===== src/rtl/mctq_pkg.sv =====
// Shared constants, codes and widths of the multi-channel task queue.
package mctq_pkg;

  localparam int NUM_TASKS    = 16;
  localparam int NUM_CHANNELS = 8;
  localparam int TASK_W       = $clog2(NUM_TASKS);
  localparam int CHAN_W       = $clog2(NUM_CHANNELS);

  typedef logic [TASK_W-1:0] task_t;
  typedef logic [CHAN_W-1:0] chan_t;

  typedef enum logic [1:0] {
    OP_SCHEDULE = 2'd0,
    OP_POP      = 2'd1,
    OP_REMOVE   = 2'd2,
    OP_QUERY    = 2'd3
  } op_e;

  typedef enum logic [1:0] {
    ST_OK         = 2'd0,
    ST_ALREADY    = 2'd1,
    ST_EMPTY      = 2'd2,
    ST_NOT_QUEUED = 2'd3
  } status_e;

endpackage


===== src/rtl/mctq_ram.sv =====
// Generic single-write, single-read RAM with registered read data.
module mctq_ram #(
  parameter int WIDTH = 4,
  parameter int DEPTH = 16
) (
  input  logic                     clk_i,
  input  logic                     we_i,
  input  logic [$clog2(DEPTH)-1:0] waddr_i,
  input  logic [WIDTH-1:0]         wdata_i,
  input  logic [$clog2(DEPTH)-1:0] raddr_i,
  output logic [WIDTH-1:0]         rdata_o
);

  logic [WIDTH-1:0] mem_q [DEPTH];

  always_ff @(posedge clk_i) begin
    if (we_i) begin
      mem_q[waddr_i] <= wdata_i;
    end
    rdata_o <= mem_q[raddr_i];
  end

endmodule


===== src/rtl/multi_channel_task_queue_unit.sv =====
// Top level of the multi-channel task queue: channels as linked lists in RAM.
//
// A pool of task slots is shared by a set of channels; each channel is a FIFO
// kept as a doubly linked list. Successor links, predecessor links and the
// channel of each task live in three task RAMs; head and tail pointers live in
// two channel RAMs. Only the per-task queued flags and per-channel non-empty
// flags sit in flip-flops, so reset clears them at once and no clearing pass
// is needed. A request is taken when start_i is high and busy_o is low.
// Schedule, query, a pop of an empty channel and a remove of a task that is
// not queued need one RAM read, then the update; a successful pop or remove
// needs a second RAM read before the update, for the second list lookup (the
// head's links, or the head and tail of the removed task's channel). The
// result is shown for exactly one cycle with done_o, registered, in the cycle
// after the update; busy_o is already low in that cycle, so the next request
// can be taken while the result is on the ports. The receiver cannot hold
// results off: a result not taken in its cycle is lost to it.
module multi_channel_task_queue_unit (
  input  logic                clk_i,
  input  logic                rst_ni,
  input  logic                start_i,
  output logic                busy_o,
  input  mctq_pkg::op_e       opcode_i,
  input  mctq_pkg::task_t     task_index_i,
  input  mctq_pkg::chan_t     channel_index_i,
  output logic                done_o,
  output mctq_pkg::status_e   status_o,
  output mctq_pkg::task_t     task_out_o,
  output logic                is_queued_o,
  output mctq_pkg::chan_t     channel_out_o
);

  import mctq_pkg::*;

  // Sequencer codes
  localparam logic [1:0] S_IDLE = 2'd0;
  localparam logic [1:0] S_RD1  = 2'd1;
  localparam logic [1:0] S_RD2  = 2'd2;

  logic [1:0] state_q, state_d;

  // Request held for the whole operation
  op_e   op_q;
  task_t t_q;
  chan_t c_q;

  // Flags in flip-flops
  logic [NUM_TASKS-1:0]    queued_q, queued_d;
  logic [NUM_CHANNELS-1:0] nonempty_q, nonempty_d;

  // RAM ports
  task_t task_raddr;
  chan_t chan_raddr;
  chan_t tchan_rd;
  task_t tnext_rd, tprev_rd, head_rd, tail_rd;

  logic  tchan_we, tnext_we, tprev_we, head_we, tail_we;
  task_t tchan_waddr, tnext_waddr, tprev_waddr;
  chan_t head_waddr, tail_waddr;
  chan_t tchan_wdata;
  task_t tnext_wdata, tprev_wdata, head_wdata, tail_wdata;

  // First-read data held for the unlink step
  chan_t tchan_q;
  task_t tnext_q, tprev_q, head_q, tail_q;

  // Result registers
  logic    done_q, done_d;
  status_e status_q, status_d;
  task_t   tout_q, tout_d;
  logic    isq_q, isq_d;
  chan_t   chout_q, chout_d;

  // Unlink operands: pop takes the head of the named channel, remove takes
  // the named task out of the channel it was found in.
  logic  is_pop;
  chan_t u_chan;
  task_t u_task, u_head, u_tail, u_next, u_prev;
  logic  u_is_head, u_is_tail;

  assign is_pop    = (op_q == OP_POP);
  assign u_chan    = is_pop ? c_q      : tchan_q;
  assign u_task    = is_pop ? head_q   : t_q;
  assign u_head    = is_pop ? head_q   : head_rd;
  assign u_tail    = is_pop ? tail_q   : tail_rd;
  assign u_next    = is_pop ? tnext_rd : tnext_q;
  assign u_prev    = is_pop ? tprev_rd : tprev_q;
  assign u_is_head = (u_head == u_task);
  assign u_is_tail = (u_tail == u_task);

  always_comb begin
    state_d     = state_q;
    queued_d    = queued_q;
    nonempty_d  = nonempty_q;
    task_raddr  = task_index_i;
    chan_raddr  = channel_index_i;
    tchan_we    = 1'b0;
    tnext_we    = 1'b0;
    tprev_we    = 1'b0;
    head_we     = 1'b0;
    tail_we     = 1'b0;
    tchan_waddr = t_q;
    tnext_waddr = t_q;
    tprev_waddr = t_q;
    head_waddr  = c_q;
    tail_waddr  = c_q;
    tchan_wdata = c_q;
    tnext_wdata = t_q;
    tprev_wdata = t_q;
    head_wdata  = t_q;
    tail_wdata  = t_q;
    done_d      = 1'b0;
    status_d    = status_q;
    tout_d      = tout_q;
    isq_d       = isq_q;
    chout_d     = chout_q;

    case (state_q)
      S_IDLE: begin
        // RAM reads at the request's task and channel go out with the transfer
        if (start_i) begin
          state_d = S_RD1;
        end
      end

      S_RD1: begin
        tout_d = t_q;
        case (op_q)
          OP_SCHEDULE: begin
            done_d  = 1'b1;
            state_d = S_IDLE;
            isq_d   = 1'b1;
            if (queued_q[t_q]) begin
              status_d = ST_ALREADY;
              chout_d  = tchan_rd;
            end else begin
              status_d = ST_OK;
              chout_d  = c_q;
              if (nonempty_q[c_q]) begin
                // Link behind the current tail
                tnext_we    = 1'b1;
                tnext_waddr = tail_rd;
                tnext_wdata = t_q;
                tprev_we    = 1'b1;
                tprev_waddr = t_q;
                tprev_wdata = tail_rd;
              end else begin
                head_we       = 1'b1;
                head_waddr    = c_q;
                head_wdata    = t_q;
                nonempty_d[c_q] = 1'b1;
              end
              tail_we       = 1'b1;
              tail_waddr    = c_q;
              tail_wdata    = t_q;
              tchan_we      = 1'b1;
              tchan_waddr   = t_q;
              tchan_wdata   = c_q;
              queued_d[t_q] = 1'b1;
            end
          end
          OP_POP: begin
            if (nonempty_q[c_q]) begin
              // Fetch the head's links
              task_raddr = head_rd;
              state_d    = S_RD2;
            end else begin
              done_d   = 1'b1;
              state_d  = S_IDLE;
              status_d = ST_EMPTY;
              isq_d    = queued_q[t_q];
              chout_d  = queued_q[t_q] ? tchan_rd : '0;
            end
          end
          OP_REMOVE: begin
            if (queued_q[t_q]) begin
              // Fetch head and tail of the task's channel
              chan_raddr = tchan_rd;
              state_d    = S_RD2;
            end else begin
              done_d   = 1'b1;
              state_d  = S_IDLE;
              status_d = ST_NOT_QUEUED;
              isq_d    = 1'b0;
              chout_d  = '0;
            end
          end
          default: begin
            done_d   = 1'b1;
            state_d  = S_IDLE;
            status_d = queued_q[t_q] ? ST_OK : ST_NOT_QUEUED;
            isq_d    = queued_q[t_q];
            chout_d  = queued_q[t_q] ? tchan_rd : '0;
          end
        endcase
      end

      S_RD2: begin
        // Unlink u_task from u_chan
        if (u_is_head && u_is_tail) begin
          nonempty_d[u_chan] = 1'b0;
        end else begin
          if (u_is_head) begin
            head_we    = 1'b1;
            head_waddr = u_chan;
            head_wdata = u_next;
          end else begin
            tnext_we    = 1'b1;
            tnext_waddr = u_prev;
            tnext_wdata = u_next;
          end
          if (u_is_tail) begin
            tail_we    = 1'b1;
            tail_waddr = u_chan;
            tail_wdata = u_prev;
          end else begin
            tprev_we    = 1'b1;
            tprev_waddr = u_next;
            tprev_wdata = u_prev;
          end
        end
        queued_d[u_task] = 1'b0;
        done_d   = 1'b1;
        state_d  = S_IDLE;
        status_d = ST_OK;
        tout_d   = u_task;
        isq_d    = 1'b0;
        chout_d  = '0;
      end

      default: begin
        state_d = S_IDLE;
      end
    endcase
  end

  always_ff @(posedge clk_i or negedge rst_ni) begin
    if (!rst_ni) begin
      state_q    <= S_IDLE;
      queued_q   <= '0;
      nonempty_q <= '0;
      done_q     <= 1'b0;
    end else begin
      state_q    <= state_d;
      queued_q   <= queued_d;
      nonempty_q <= nonempty_d;
      done_q     <= done_d;
    end
  end

  // Payload registers: request, first-read data and result
  always_ff @(posedge clk_i) begin
    if (state_q == S_IDLE && start_i) begin
      op_q <= opcode_i;
      t_q  <= task_index_i;
      c_q  <= channel_index_i;
    end
    if (state_q == S_RD1) begin
      tchan_q <= tchan_rd;
      tnext_q <= tnext_rd;
      tprev_q <= tprev_rd;
      head_q  <= head_rd;
      tail_q  <= tail_rd;
    end
    status_q <= status_d;
    tout_q   <= tout_d;
    isq_q    <= isq_d;
    chout_q  <= chout_d;
  end

  mctq_ram #(.WIDTH(CHAN_W), .DEPTH(NUM_TASKS)) u_tchan_ram (
    .clk_i   (clk_i),
    .we_i    (tchan_we),
    .waddr_i (tchan_waddr),
    .wdata_i (tchan_wdata),
    .raddr_i (task_raddr),
    .rdata_o (tchan_rd)
  );

  mctq_ram #(.WIDTH(TASK_W), .DEPTH(NUM_TASKS)) u_tnext_ram (
    .clk_i   (clk_i),
    .we_i    (tnext_we),
    .waddr_i (tnext_waddr),
    .wdata_i (tnext_wdata),
    .raddr_i (task_raddr),
    .rdata_o (tnext_rd)
  );

  mctq_ram #(.WIDTH(TASK_W), .DEPTH(NUM_TASKS)) u_tprev_ram (
    .clk_i   (clk_i),
    .we_i    (tprev_we),
    .waddr_i (tprev_waddr),
    .wdata_i (tprev_wdata),
    .raddr_i (task_raddr),
    .rdata_o (tprev_rd)
  );

  mctq_ram #(.WIDTH(TASK_W), .DEPTH(NUM_CHANNELS)) u_head_ram (
    .clk_i   (clk_i),
    .we_i    (head_we),
    .waddr_i (head_waddr),
    .wdata_i (head_wdata),
    .raddr_i (chan_raddr),
    .rdata_o (head_rd)
  );

  mctq_ram #(.WIDTH(TASK_W), .DEPTH(NUM_CHANNELS)) u_tail_ram (
    .clk_i   (clk_i),
    .we_i    (tail_we),
    .waddr_i (tail_waddr),
    .wdata_i (tail_wdata),
    .raddr_i (chan_raddr),
    .rdata_o (tail_rd)
  );

  assign busy_o        = (state_q != S_IDLE);
  assign done_o        = done_q;
  assign status_o      = status_q;
  assign task_out_o    = tout_q;
  assign is_queued_o   = isq_q;
  assign channel_out_o = chout_q;

endmodule


===== config.mk =====
export PLATFORM = sky130hd
export DESIGN_NAME = multi_channel_task_queue_unit
export DESIGN_NICKNAME = d
export VERILOG_FILES = /design/src/rtl/mctq_pkg.sv /design/src/rtl/mctq_ram.sv /design/src/rtl/multi_channel_task_queue_unit.sv
export SDC_FILE = /design/constraint.sdc
export NUM_CORES = 1
export LEC_CHECK = 0
export BUFFER_PORTS_ARGS = -buffer_cell sky130_fd_sc_hd__clkbuf_2
export CAP_MARGIN = 20
export CORE_MARGIN = 2
export CORE_UTILIZATION = 46
export DETAILED_ROUTE_END_ITERATION = 8
export SLEW_MARGIN = 20
export SYNTH_ARGS = -nofsm -noshare
export SYNTH_HDL_FRONTEND = slang
export SYNTH_SLANG_ARGS = --single-unit

===== constraint.sdc =====
create_clock -name clk_i -period 7.9 [get_ports clk_i]
set_input_delay 1.58 -clock clk_i [delete_from_list [all_inputs] [get_ports clk_i]]
set_output_delay 1.58 -clock clk_i [all_outputs]
set_load 0.005 [all_outputs]

; ---- Word level (Yosys, flattened, before mapping)
; Memories as Yosys holds them, arrays and structs flattened. A register that Yosys moved wholly into a read port is not among the register bits.
; Index checks and enable logic that the tools add are counted.
; W data, S select, Z words.
[totals]
reg_bits = 65
ramBits = 240
wordCells = 175
memories = 5
[classes]
magnitude_cmp = 8
n_eq_ne = 13
n_mux = 114
bitwise = 6
n_reduce_logical = 13
[mem_list]
columns = name, depth, width, read_ports, rd_ports_with_merged_regs, wr, line
row1 = u_tnext_ram.mem_q, 16, 4, 1, 1, 1, mctq_ram.sv:14  ; logic [WIDTH-1:0] mem_q [DEPTH];
row2 = u_tprev_ram.mem_q, 16, 4, 1, 1, 1, mctq_ram.sv:14
row3 = u_tchan_ram.mem_q, 16, 3, 1, 1, 1, mctq_ram.sv:14
row4 = u_head_ram.mem_q, 8, 4, 1, 1, 1, mctq_ram.sv:14
row5 = u_tail_ram.mem_q, 8, 4, 1, 1, 1, mctq_ram.sv:14
[ops]
columns = operator, n
row1 = $mux W4, 27
row2 = $mux W3, 14
row3 = $mux W1, 36
row4 = $mux W16, 2
row5 = $mux W8, 4
row6 = $pmux W16 S2, 1
row7 = $pmux W4 S2, 3
row8 = $and A16 B16 Y16, 1
row9 = $not A16 Y16, 1
row10 = $or A16 B16 Y16, 1
row11 = $pmux W8 S2, 1
row12 = $pmux W1 S2, 7
row13 = $mux W2, 6
row14 = $pmux W2 S2, 3
row15 = $lt A4 B5 Y1 const B, 2
row16 = $pmux W3 S3, 1
row17 = $and A8 B8 Y8, 1
row18 = $demux W1 S4, 2
row19 = $eq A4 B4 Y1, 2
row20 = $ge A4 B1 Y1 const B, 2
row21 = $lt A3 B4 Y1 const B, 2
row22 = $ne A2 B2 Y1 const B, 4
row23 = $not A8 Y8, 1
row24 = $or A8 B8 Y8, 1
row25 = other kinds (16), 29

; ---- Logic depth before layout (Yosys ltp)
[logic_depth]
word_depth = 10
mapped_depth = 13
mapped_depth_nobuf = 10

; ---- Cells and area by module
; Synthesis repeated with hierarchy kept, for this count alone.
[unflattened]
hier_cells = 897
hier_area_um2 = 14221.1
[by_module_without_submodules]
columns = mod, n_inst, cells_each, area_each_um2, seq_area_each_um2
row1 = mctq_ram (u_tnext_ram ...), 2, 130, 2666.3, 2001.9
row2 = multi_channel_task_queue_unit, 1, 408, 4136.5, 1816.7
row3 = mctq_ram (u_head_ram ...), 2, 63, 1370.1, 1041.0
row4 = mctq_ram (u_tchan_ram), 1, 103, 2011.9, 1501.4

; ---- Worst setup path after synthesis
; OpenSTA, ideal clock, no wires.
[synth_timing]
path_type = register to register
from = register state_q[1]
to = memory u_tnext_ram.mem_q[1][0], enable pin
setup_time_ps = 367
arrival_time_ps = 2821
setup_slack_ps = 4712
stages_incl_launch_ff = 11
path_cell_list = dfrtp_1 > inv_1 > ha_1 > clkbuf_1 > nand2_1 > or3_1 > clkbuf_1 > o22ai_1 > o21ai_1 > nor3b_2 > nor3b_1
[synth_between]
elab_chain_cells = 4
[synth_rtl]
columns = element, line
row1 = start: declaration, multi_channel_task_queue_unit.sv:39  ; logic [1:0] state_q, state_d;
row2 = start signal: assignment, multi_channel_task_queue_unit.sv:243  ; state_q <= state_d;
row3 = $eq A2 B2 Y1 or $eq A2 B1 Y1 (tied branches), multi_channel_task_queue_unit.sv:117  ; case (state_q)
row4 = $pmux W1 S2, multi_channel_task_queue_unit.sv:117
row5 = $mux W1, mctq_ram.sv:17  ; if (we_i) begin
row6 = $mux W1 (implied by the code), mctq_ram.sv:18  ; mem_q[waddr_i] <= wdata_i;
row7 = end: declaration, mctq_ram.sv:14
; Parallel ways exist; a longest one is shown, timed or not.

; ---- Worst setup path in the final report
[layout_timing]
from = register c_q[2]
to = register u_tnext_ram.rdata_o[1] (read register of u_tnext_ram.mem_q)
[layout_between]
elab_chain_cells = 5
[layout_rtl]
columns = element, line
row1 = start: declaration, multi_channel_task_queue_unit.sv:44  ; chan_t c_q;
row2 = start signal: assignment, multi_channel_task_queue_unit.sv:255  ; c_q <= channel_index_i;
row3 = $bmux W1 S3, multi_channel_task_queue_unit.sv:162  ; if (nonempty_q[c_q]) begin
row4 = $mux W1 (implied by the code), multi_channel_task_queue_unit.sv:162
row5 = $mux W4, multi_channel_task_queue_unit.sv:162
row6 = $mux W4, multi_channel_task_queue_unit.sv:127  ; case (op_q)
row7 = $mux W4, multi_channel_task_queue_unit.sv:117
row8 = end: declaration, mctq_ram.sv:11  ; output logic [WIDTH-1:0] rdata_o
; No other way between the ends. The select of a mux whose other input is x is not followed.
; A chain may end at the register's enable or synchronous reset.

==> insert_results.sql <==
INSERT INTO impl_metrics (metric_group, metric, value, unit) VALUES
('status', 'outcome', 'complete, no violations', ''),
('yosys', 'dominant_combinational_cell_family_by_area_after_synthesis', 'simple AND/OR/NAND/NOR gates', ''),
('drt', 'drt_drc_violations_left', '0', ''),
('drt', 'met3WireLength', '2490', 'um'),
('clocking', 'cts-root-buf', 'sky130_fd_sc_hd__clkbuf_16', ''),
('clocking', 'cts_tree', 'built', ''),
('job', 'maxCapViolations', '0', ''),
('drt', 'detail-route-antenna-nets', '0', ''),
('drt', 'met1Wirelength', '15700', 'um'),
('clocking', 'clock_sink_count', '324', ''),
('drt', 'vias_per_cell', '6.04', ''),
('critical_path', 'crit_required', '8.38', 'ns'),
('placed_design', 'dp_cells', '1531', ''),
('power', 'switching_power', '1.56', 'mW'),
('timing', 'tns', '0', 'ns'),
('yosys', 'syn_area_per_cell', '12.7', 'um2'),
('yosys', 'ys_types', '78', ''),
('timing', 'achievable-frequency', '0.195', 'GHz'),
('placed_design', 'gp_routability_congestion', '0.911', ''),
('critical_path', 'reg2reg_setup_slack', '2.78', 'ns'),
('yosys', 'postSynth.topFlopCell', 'sky130_fd_sc_hd__edfxtp_1', ''),
('timing', 'hold_violations', '0', ''),
('clocking', 'cts-resized-gates', '0', ''),
('clocking', 'insertion_delay', '0.53', 'ns'),
('drt', 'met2RoutedLength', '17600', 'um'),
('yosys', 'yosys_warns', '0', ''),
('critical_path', 'timing.critical_path.buf_inv', '1', ''),
('clocking', 'cts_buffer_depth', '3', ''),
('critical_path', 'crit-reg2reg-capture', 'u_tnext_ram.rdata_o[1]$_DFF_P_', ''),
('placed_design', 'io_buffers', '23', ''),
('floorplan', 'design.die.area', '33400', 'um2'),
('worst_hold_path', 'hold_depth', '0', ''),
('placed_design', 'pre_cts_ws', '2.83', 'ns'),
('critical_path', 'slowest_stage', 'sky130_fd_sc_hd__edfxtp_1', ''),
('cells_and_area', 'core_utilization_of_the_finished_layout', '51.5', '%'),
('yosys', 'synth.ff_latch_count', '324', ''),
('global_route', 'grt_start_max_net_pins', '45', ''),
('power', 'share_seq_of_total_power', '45.9', '%'),
('global_route', 'track_usage', '22.1', '%'),
('critical_path', 'timing.critical_path.slowest_cell_delay', '1.03', 'ns'),
('timing', 'min_period', '5.12', 'ns'),
('floorplan', 'num_io_pins', '24', ''),
('critical_path', 'timing.setup.critical_path_class', 'flop to flop', ''),
('power', 'powerDensity', '308', 'nW/um2'),
('yosys', 'synth_xor_xnor_area_share', '0.775', '%'),
('floorplan', 'core-area', '31500', 'um2'),
('yosys', 'yosys-top-cells-count', 'sky130_fd_sc_hd__edfxtp_1 (278), sky130_fd_sc_hd__nor2_1 (100), sky130_fd_sc_hd__nand2_1 (96)', ''),
('yosys', 'synthAdderAreaFrac', '0.681', '%'),
('yosys', 'fraction_of_the_yosys_area_taken_by_sequential_cells', '64.0', '%'),
('critical_path', 'critical_path_end_type', 'flop', ''),
('cells_and_area', 'layout.nets', '1186', ''),
('yosys', 'post_synth_mux_area_share', '8.35', '%'),
('placed_design', 'detailedPlacementHpwl', '24600', 'um'),
('power', 'vdd.ir_drop.worst', '0.000197', 'V'),
('critical_path', 'critical_path_cell_count', '9', ''),
('yosys', 'synth_area_leader_cell', 'sky130_fd_sc_hd__edfxtp_1', ''),
('timing', 'layout_worst_path_cycle_share', '64.8', '%'),
('yosys', 'complex_gate_fraction_of_the_synthesized_area', '10.6', '%'),
('drt', 'route.top_layer_used', 'met4', ''),
('yosys', 'synth_most_common_cell', 'sky130_fd_sc_hd__edfxtp_1', ''),
('timing', 'tightest_slew', '1.06', 'ns'),
('cells_and_area', 'layout-area-overhead-vs-synth', '10.4', '%'),
('yosys', 'synth_simple_gate_area_share', '12.8', '%'),
('critical_path', 'cp.arrival', '5.59', 'ns'),
('floorplan', 'die_width', '183', 'um'),
('clocking', 'clk_transition_reported_paths', '0.06', 'ns'),
('timing', 'setup_viol_count_final', '0', ''),
('timing', 'worst_slew_slack_as_a_fraction_of_its_limit', '28.9', '%'),
('floorplan', 'rows', '65', ''),
('critical_path', 'start_kind', 'flop', ''),
('worst_hold_path', 'hp-class', 'flop to flop', '');
state kept, by name (all words and copies together), names as in the netlist, 4 cells and up:
| signal | count |
|---|---|
| u_head_ram.rdata_o | 4 |
| u_tprev_ram.rdata_o | 4 |
| task_out_o | 4 |
| u_tnext_ram.rdata_o | 4 |
| u_tchan_ram.mem_q | 48 |
| u_tnext_ram.mem_q | 64 |
| tnext_q | 4 |
| head_q | 4 |
| u_head_ram.mem_q | 32 |
| tprev_q | 4 |
| queued_q | 16 |
| u_tprev_ram.mem_q | 64 |
| t_q | 4 |
| nonempty_q | 8 |
| tail_q | 4 |
| u_tail_ram.mem_q | 32 |
| u_tail_ram.rdata_o | 4 |
worst reg2reg max path, stage by stage (launching register included):
cell	delay (ns)
sky130_fd_sc_hd__edfxtp_1	1.03
sky130_fd_sc_hd__mux2_2	0.35
sky130_fd_sc_hd__a211oi_2	0.08
sky130_fd_sc_hd__o21ai_1	0.75
sky130_fd_sc_hd__nand3_2	0.96
sky130_fd_sc_hd__nand2_1	0.85
sky130_fd_sc_hd__buf_4	0.42
sky130_fd_sc_hd__a211oi_1	0.15
sky130_fd_sc_hd__nor4_1	0.33
sky130_fd_sc_hd__or3_1	0.16
power by group through the flow:
| stage | registers (mW) | clock network [mW] | logic (mW) |
|---|---|---|---|
| finish | 2.29 | 1.57 | 1.13 |
| global route | 2.31 | 1.66 | 1.24 |
| CTS | 2.29 | 1.60 | 1.13 |
| detailed placement | 2.32 | 0 | 1.12 |
| global placement | 2.32 | 0 | 1.11 |
| floorplan | 2.27 | 0 | 0.783 |
cell type report:
type	instances	area, um2
clock buffer	48	955
clock inverter	14	146
fill	2685	15300
inverter	15	56.3
multi-input combinational	747	4880
sequential	324	9400
tap	402	503
timing repair buffer	43	265
metal layers:
metal	up-vias	global-route usage, %
li1	4397	-
met1	4775	30.5
met2	365	36.4
met3	77	3.63
met4	0	6.29
met5	-	0
through the flow:
| step | cell area [um2] | hold WS, ns | power (mW) |
|---|---|---|---|
| 6_report | 16200 | 0.437 | 4.99 |
| 3_3_place_gp | 15100 | 0.430 | 3.43 |
| 5_1_grt | 16200 | 0.455 | 5.21 |
| 2_1_floorplan | 14700 | 0.403 | 3.05 |
| 3_5_place_dp | 15100 | 0.425 | 3.44 |
| 4_1_cts | 16200 | 0.443 | 5.01 |
cells in the final DEF, fill, tap and decap left out, drive strengths merged, types with 3 or more instances in the layout:
master,count
xor2,3
o22ai,5
nand4b,5
o211ai,3
xnor2,10
a22o,7
nor2,102
o32ai,3
nand2,96
a31o,7
a221oi,12
nand4,3
a211oi,15
inv,16
a221o,9
and2,5
nand3,58
clkinv,11
or3,10
buf,20
dfrtp,27
edfxtp,278
clkbuf,71
ha,8
nand2b,16
nor2b,7
a31oi,12
o21ai,62
dfxtp,19
o2bb2ai,4
nor4,9
nor3b,8
mux2i,84
a21oi,73
and3,34
mux2,28
nand3b,4
nor3,11
o31ai,3
a21o,4
how the worst min path moves through the flow:
stage                                 to                      startpoint  slack (ns)
global route        tprev_q[1]$_DFFE_PP_  u_tprev_ram.rdata_o[1]$_DFF_P_        0.45
floorplan           tnext_q[0]$_DFFE_PP_  u_tnext_ram.rdata_o[0]$_DFF_P_        0.40
global placement    tnext_q[2]$_DFFE_PP_  u_tnext_ram.rdata_o[2]$_DFF_P_        0.43
finish              tprev_q[3]$_DFFE_PP_  u_tprev_ram.rdata_o[3]$_DFF_P_        0.44
CTS                 tprev_q[3]$_DFFE_PP_  u_tprev_ram.rdata_o[3]$_DFF_P_        0.44
detailed placement  tprev_q[3]$_DFFE_PP_  u_tprev_ram.rdata_o[3]$_DFF_P_        0.42
logic make-up (layout without fill, tap and decap cells):
family,after synthesis,in the layout
and+or+nand+nor,375,375
muxes,114,114
AOI/OAI and AO/OA,237,237
buffers and inverters,89,120
xor gates and xnor gates,13,13
adders and majority gates,8,8
DFF,324,324
No activity file was read; power rests on OpenSTA's default activity.
